**src/design/maf_pkg.sv**
```systemverilog
`timescale 1ns / 1ps

package maf_pkg;

  localparam int WINDOW_MAX   = 64;
  localparam int SAMPLE_BITS  = 16;
  localparam int WINDOW_RESET = 16;
  localparam int POS_BITS     = $clog2(WINDOW_MAX);
  localparam int COUNT_BITS   = $clog2(WINDOW_MAX + 1);
  localparam int SUM_BITS     = SAMPLE_BITS + $clog2(WINDOW_MAX);

  // action codes
  localparam logic ACT_PUSH  = 1'b0;
  localparam logic ACT_CLEAR = 1'b1;

  typedef struct packed {
    logic                          action;
    logic signed [SAMPLE_BITS-1:0] sample;
  } req_word_t;

  typedef struct packed {
    logic signed [SAMPLE_BITS-1:0] average;
    logic        [COUNT_BITS-1:0]  fill_count;
  } rsp_word_t;

  typedef enum logic [2:0] {
    ST_IDLE,
    ST_UPDATE,
    ST_START,
    ST_WAIT,
    ST_DONE
  } state_t;

endpackage

```
**src/design/moving_average_filter.sv**
```systemverilog
`timescale 1ns / 1ps

// channel  direction  handshake          word
// req      in         req_valid/stall    action, sample
// rsp      out        rsp_valid/stall    average, fill_count
// cfg      in         cfg_valid/ready    window_size (7 bits)
//
// Push: the sequencer steps through idle, update, start, wait and done, and
// sits in wait for the 22 steps of the one-bit-a-cycle restoring divider.
// Clear: idle, then straight to done.
// rst is synchronous: window 16, filter empty, no result pending.
// rsp is registered, so a new word is taken while a result waits; that word
// holds in its last step until rsp frees up.
// cfg is taken only while the sequencer is idle.

module moving_average_filter (
  input  logic                                 clk,
  input  logic                                 rst,
  input  logic                                 req_valid,
  output logic                                 req_stall,
  input  maf_pkg::req_word_t                   req_word,
  output logic                                 rsp_valid,
  input  logic                                 rsp_stall,
  output maf_pkg::rsp_word_t                   rsp_word,
  input  logic                                 cfg_valid,
  output logic                                 cfg_ready,
  input  logic [maf_pkg::COUNT_BITS-1:0]       cfg_data
);
  import maf_pkg::*;

  state_t state, state_next;

  // filter state
  logic        [COUNT_BITS-1:0]  window_size;
  logic        [POS_BITS-1:0]    write_position;
  logic        [COUNT_BITS-1:0]  held_count;
  logic signed [SUM_BITS-1:0]    running_sum;

  // per-word working registers
  logic signed [SAMPLE_BITS-1:0] smp;
  logic        [POS_BITS-1:0]    pos;
  logic signed [SAMPLE_BITS-1:0] old_smp;
  logic signed [SAMPLE_BITS-1:0] res_avg;

  // ring store, one write and one registered read port
  logic signed [SAMPLE_BITS-1:0] sample_store [WINDOW_MAX];

  logic                          req_take;
  logic                          cfg_take;
  logic                          rsp_free;
  logic                          div_start;
  logic                          div_done;
  logic signed [SUM_BITS-1:0]    div_quo;
  logic        [COUNT_BITS-1:0]  window_sat;
  logic        [POS_BITS-1:0]    pos_eff;
  logic        [COUNT_BITS-1:0]  pos_inc;
  logic        [POS_BITS-1:0]    pos_wrap;
  logic                          full;
  logic signed [SUM_BITS-1:0]    sum_next;
  logic        [COUNT_BITS-1:0]  count_next;

  assign req_stall = (state != ST_IDLE);
  assign cfg_ready = (state == ST_IDLE);
  assign req_take  = req_valid && !req_stall;
  assign cfg_take  = cfg_valid && cfg_ready;
  assign rsp_free  = !rsp_valid || !rsp_stall;

  // saturate the window to 1..WINDOW_MAX
  always_comb begin
    priority if (cfg_data == '0) begin
      window_sat = COUNT_BITS'(1);
    end else if (cfg_data > COUNT_BITS'(WINDOW_MAX)) begin
      window_sat = COUNT_BITS'(WINDOW_MAX);
    end else begin
      window_sat = cfg_data;
    end
  end

  assign pos_eff  = (COUNT_BITS'(write_position) >= window_size) ? '0 : write_position;
  assign pos_inc  = COUNT_BITS'(pos) + 1'b1;
  assign pos_wrap = (pos_inc >= window_size) ? '0 : pos_inc[POS_BITS-1:0];

  // once full, the oldest sample leaves the sum as the new one arrives
  assign full       = (held_count >= window_size);
  assign count_next = full ? held_count : held_count + 1'b1;
  assign sum_next   = running_sum + SUM_BITS'(smp)
                    - (full ? SUM_BITS'(old_smp) : SUM_BITS'(0));

  always_ff @(posedge clk) begin
    if (rst) begin
      state <= ST_IDLE;
    end else begin
      state <= state_next;
    end
  end

  always_comb begin
    state_next = state;
    div_start  = 1'b0;
    unique case (state)
      ST_IDLE: begin
        if (req_take) begin
          state_next = (req_word.action == ACT_CLEAR) ? ST_DONE : ST_UPDATE;
        end
      end
      ST_UPDATE: begin
        state_next = ST_START;
      end
      ST_START: begin
        div_start  = 1'b1;
        state_next = ST_WAIT;
      end
      ST_WAIT: begin
        if (div_done) begin
          state_next = ST_DONE;
        end
      end
      ST_DONE: begin
        if (rsp_free) begin
          state_next = ST_IDLE;
        end
      end
      default: begin
        state_next = ST_IDLE;
      end
    endcase
  end

  always_ff @(posedge clk) begin
    if (rst) begin
      window_size    <= COUNT_BITS'(WINDOW_RESET > WINDOW_MAX ? WINDOW_MAX : WINDOW_RESET);
      write_position <= '0;
      held_count     <= '0;
      running_sum    <= '0;
      rsp_valid      <= 1'b0;
    end else begin
      if (cfg_take) begin
        window_size <= window_sat;
      end
      // a window write and a clear word both empty the filter
      if (cfg_take || (req_take && req_word.action == ACT_CLEAR)) begin
        write_position <= '0;
        held_count     <= '0;
        running_sum    <= '0;
      end else if (state == ST_UPDATE) begin
        held_count     <= count_next;
        running_sum    <= sum_next;
        write_position <= pos_wrap;
      end
      if (state == ST_DONE && rsp_free) begin
        rsp_valid <= 1'b1;
      end else if (rsp_valid && !rsp_stall) begin
        rsp_valid <= 1'b0;
      end
    end
  end

  always_ff @(posedge clk) begin
    if (req_take) begin
      smp     <= req_word.sample;
      pos     <= pos_eff;
      res_avg <= '0;
    end
    if (state == ST_WAIT && div_done) begin
      res_avg <= div_quo[SAMPLE_BITS-1:0];
    end
    if (state == ST_DONE && rsp_free) begin
      rsp_word.average    <= res_avg;
      rsp_word.fill_count <= held_count;
    end
  end

  always_ff @(posedge clk) begin
    if (state == ST_UPDATE) begin
      sample_store[pos] <= smp;
    end
    if (req_take) begin
      old_smp <= sample_store[pos_eff];
    end
  end

  maf_divider u_div (
    .clk      (clk),
    .rst      (rst),
    .start    (div_start),
    .dividend (running_sum),
    .divisor  (held_count),
    .done     (div_done),
    .quotient (div_quo)
  );

  a_count_in_window: assert property (@(posedge clk) disable iff (rst)
    held_count <= window_size)
    else $error("fill count above window size");

  a_pos_in_window: assert property (@(posedge clk) disable iff (rst)
    COUNT_BITS'(write_position) < window_size)
    else $error("write position outside window");

  a_clear_empties: assert property (@(posedge clk) disable iff (rst)
    (req_take && req_word.action == ACT_CLEAR) |=>
      (held_count == '0 && running_sum == '0 && write_position == '0))
    else $error("clear left filter state behind");

  a_div_only_on_push: assert property (@(posedge clk) disable iff (rst)
    div_done |-> (state == ST_WAIT))
    else $error("divider finished outside wait step");

endmodule

```
**src/design/maf_divider.sv**
```systemverilog
`timescale 1ns / 1ps

module maf_divider (
  input  logic                                 clk,
  input  logic                                 rst,
  input  logic                                 start,
  input  logic signed [maf_pkg::SUM_BITS-1:0]  dividend,
  input  logic        [maf_pkg::COUNT_BITS-1:0] divisor,
  output logic                                 done,
  output logic signed [maf_pkg::SUM_BITS-1:0]  quotient
);
  import maf_pkg::*;

  localparam int STEP_BITS = $clog2(SUM_BITS + 1);

  logic                  busy;
  logic [STEP_BITS-1:0]  steps;
  logic                  neg;
  logic [SUM_BITS-1:0]   quo;
  logic [COUNT_BITS-1:0] rem;
  logic [COUNT_BITS-1:0] dvs;
  logic [COUNT_BITS:0]   trial;
  logic                  fits;
  logic [SUM_BITS-1:0]   mag;

  // divide magnitudes, fix the sign afterwards: truncation toward zero
  assign mag   = dividend[SUM_BITS-1] ? SUM_BITS'(-dividend) : SUM_BITS'(dividend);
  assign trial = {rem, quo[SUM_BITS-1]};
  assign fits  = (trial >= {1'b0, dvs});

  always_ff @(posedge clk) begin
    if (rst) begin
      busy  <= 1'b0;
      done  <= 1'b0;
      steps <= '0;
    end else begin
      done <= 1'b0;
      if (start) begin
        busy  <= 1'b1;
        steps <= STEP_BITS'(SUM_BITS);
      end else if (busy) begin
        steps <= steps - 1'b1;
        if (steps == STEP_BITS'(1)) begin
          busy <= 1'b0;
          done <= 1'b1;
        end
      end
    end
  end

  always_ff @(posedge clk) begin
    if (start) begin
      quo <= mag;
      rem <= '0;
      dvs <= divisor;
      neg <= dividend[SUM_BITS-1];
    end else if (busy) begin
      rem <= fits ? COUNT_BITS'(trial - {1'b0, dvs}) : trial[COUNT_BITS-1:0];
      quo <= {quo[SUM_BITS-2:0], fits};
    end
  end

  assign quotient = neg ? SUM_BITS'(-$signed(quo)) : $signed(quo);

  a_rem_below_divisor: assert property (@(posedge clk) disable iff (rst)
    (busy && !start) |-> (rem < dvs))
    else $error("divider remainder not below divisor");

  a_no_restart: assert property (@(posedge clk) disable iff (rst)
    start |-> !busy)
    else $error("divider started while busy");

  a_done_after_busy: assert property (@(posedge clk) disable iff (rst)
    done |-> ($past(busy) && !busy))
    else $error("divider done without a finished run");

endmodule
```
**config.mk**
```make
export PLATFORM = sky130hd
export DESIGN_NAME = moving_average_filter
export DESIGN_NICKNAME = d
export VERILOG_FILES = /design/src/design/maf_pkg.sv /design/src/design/moving_average_filter.sv /design/src/design/maf_divider.sv
export SDC_FILE = /design/constraint.sdc
export NUM_CORES = 2
export LEC_CHECK = 0
export BUFFER_PORTS_ARGS = -buffer_cell sky130_fd_sc_hd__buf_2
export CAP_MARGIN = 20
export CORE_UTILIZATION = 59
export DETAILED_ROUTE_END_ITERATION = 6
export MAX_ROUTING_LAYER = met4
export PLACE_DENSITY = 0.8
export RECOVER_POWER = 50
export SLEW_MARGIN = 20
export SYNTH_ARGS = -nofsm -noshare
export SYNTH_HDL_FRONTEND = slang
export SYNTH_HIERARCHICAL = 1
export SYNTH_SLANG_ARGS = --single-unit
```
**constraint.sdc**
```tcl
create_clock -name clk -period 6.9 [get_ports clk]
set_input_delay 1.38 -clock clk [delete_from_list [all_inputs] [get_ports clk]]
set_output_delay 1.38 -clock clk [all_outputs]
set_load 0.03 [all_outputs]
```
==> results.cfg <==
[status]
status = complete, but fails checks
violations = design-rule violations, max-capacitance violations, max-slew violations

[pwr]
p_per_area_mw_per_mm2 = 290.7
ir_worst_vdd_mv = 0.2173
p_leak_nw = 18.08

[setup_path]
worst_path_max_delay_cell = clkbuf_1
cp_cell_sequence = clkbuf_1 -> inv_1 -> fa_1 -> inv_1 -> ha_1 -> a21o_1 -> a21o_1 -> a221oi_1 -> a21oi_1 -> o22ai_1 -> mux2i_1 -> mux2i_1
critPathMaxStageDelay_ns = 2.46
worstSetupPathType = reg -> reg
cp_top_family = buffers and inverters
critPathMaxFanout = 65
crit_required_ns = 7.53
cp.arrival_ns = 6.42
worst_setup_path_start_kind = flip-flop
worst-path-buf-inv = 3
crit_path_end_kind = flip-flop

[global_route]
grt_first_pass_wirelength_mm = 190.4
gr-total-overflow = 0
grt_pass1_vias = 30639
grt_max_degree = 161
track_usage_pct = 30.62
antenna_found_initial = 7

[detailed_routing]
firstDrtPassIters = 7
drtAntennaViolNets = 0
routed_wirelength_mm = 127.8
drt-initial-drc-count = 4691
vias = 32090
drc = 5
via_per_inst = 6.562
wl_per_cell_um = 26.13

[place]
dp.final_hpwl_mm = 72.33
gp_congestion = 0.9431
portBuffers = 54
dp_cells = 4666

[timing]
hold_viol = 0
fin_setup_tns_ns = 0
rsz0062_at_grt = false
fin_worst_skew_ns = 0.04167
period_share_pct = 83.78
tightestPinTransition_ns = 3.967
setup_viol = 0
relSlewSlack_pct = -164.5
slew_viol_final = 213
max_freq_mhz = 173.0
period_needed_ns = 5.781

[die]
io_pins = 55
die_area_mm2 = 0.08564
die_h_um = 292.6
coreArea_mm2 = 0.08369
num_rows = 106
die_width_um = 292.6
start_util_pct = 59.56

[layout]
drive_gt1_share_pct = 11.37
fin_util_pct = 66.13
area_growth_pct = 11.05
final_cells = 4890
fillers = 5574
finalNetCount = 3756

[clock_network]
cts_hold_buf = 0
htree_levels = 3
postCtsResizedCells = 0
cts_tree = yes
worst_skew_pair.late_latency_ns = 0.71
post_cts_buffers = 0
clock_path_buffers = 3
clock_sinks = 1191
clockRootBuffer = clkbuf_16
clk_pin_slew_ns = 0.06
cts_buffers = 115

[logic_synthesis]
syn_avg_cell_area_um2 = 13.93
syn_nets = 3683
yosys_warnings = 6
netlist_instances = 3577
synth_area_mm2 = 0.04984

[job]
drv_cap = 5

[worst_hold_path]
min_path_type = reg -> reg
placed cells by master (no fill, tap or decap), types with 40 or more instances in the layout:
cell,instances
buf_2,52
dfxtp_1,58
inv_1,120
mux2i_1,121
a21oi_1,195
buf_4,100
o21ai_0,127
a31oi_1,40
nand3_1,129
nor2_1,171
clkbuf_16,115
nand2_1,449
edfxtp_1,1131
o211ai_1,136
ha_1,55
o22ai_1,46
cell type report:
type	count	area (µm²)	share of cell area [%]
timing repair buffer	164	1137	2.055
inverter	123	471.7	0.8523
clock inverter	76	785.8	1.420
multi-input combinational	2055	13380	24.17
tap	1134	1419	2.564
antenna	8	20.02	0.03617
clock buffer	139	2968	5.362
sequential	1191	35170	63.54
state kept, by name (all words and copies together) (netlist names), 3 cells and up:
register,cells
held_count,7
old_smp,16
pos,6
res_avg,16
rsp_word,23
running_sum,22
sample_store,1024
smp,16
state,3
u_div/dvs,7
u_div/quo,22
u_div/rem,7
u_div/steps,5
window_size,7
write_position,6
power breakdown:
part	total [mW]	internal, mW	switching, mW
sequential	8.26	8.14	0.126
combinational	1.58	0.513	1.06
clock	6.25	3.56	2.69
total	16.1	12.2	3.88
path summary, 6_finish.rpt:
check,start,endpoint,slack (ns),cells past startpoint
worst max-delay path,smp[14],running_sum[21],1.12,12
worst min-delay path,res_avg[11],rsp_word[18],0.42,0
worst max register to register,smp[14],running_sum[21],1.12,12
worst min register to register,res_avg[11],rsp_word[18],0.42,0
metal layers:
metal,up-vias,global-route usage (%),part of all wire [%]
met5,-,-,0
met4,0,14.80,5.2
met2,2206,46.31,46
li1,13845,-,-
met3,380,5.122,12
met1,15659,40.71,37
metrics by stage:
step | worst slack, ns | power (mW) | hold slack (ns) | cell area [µm²]
2_1_floorplan | 2.101 | 9.432 | 0.4003 | 49840
3_3_place_gp | 2.036 | 9.889 | 0.4013 | 51590
3_5_place_dp | 1.911 | 9.936 | 0.4052 | 51600
4_1_cts | 1.880 | 16.08 | 0.4206 | 55350
5_1_grt | 0.7057 | 16.53 | 0.4284 | 55340
6_report | 1.119 | 16.09 | 0.4183 | 55350
No activity file was read; power rests on OpenSTA's default activity.
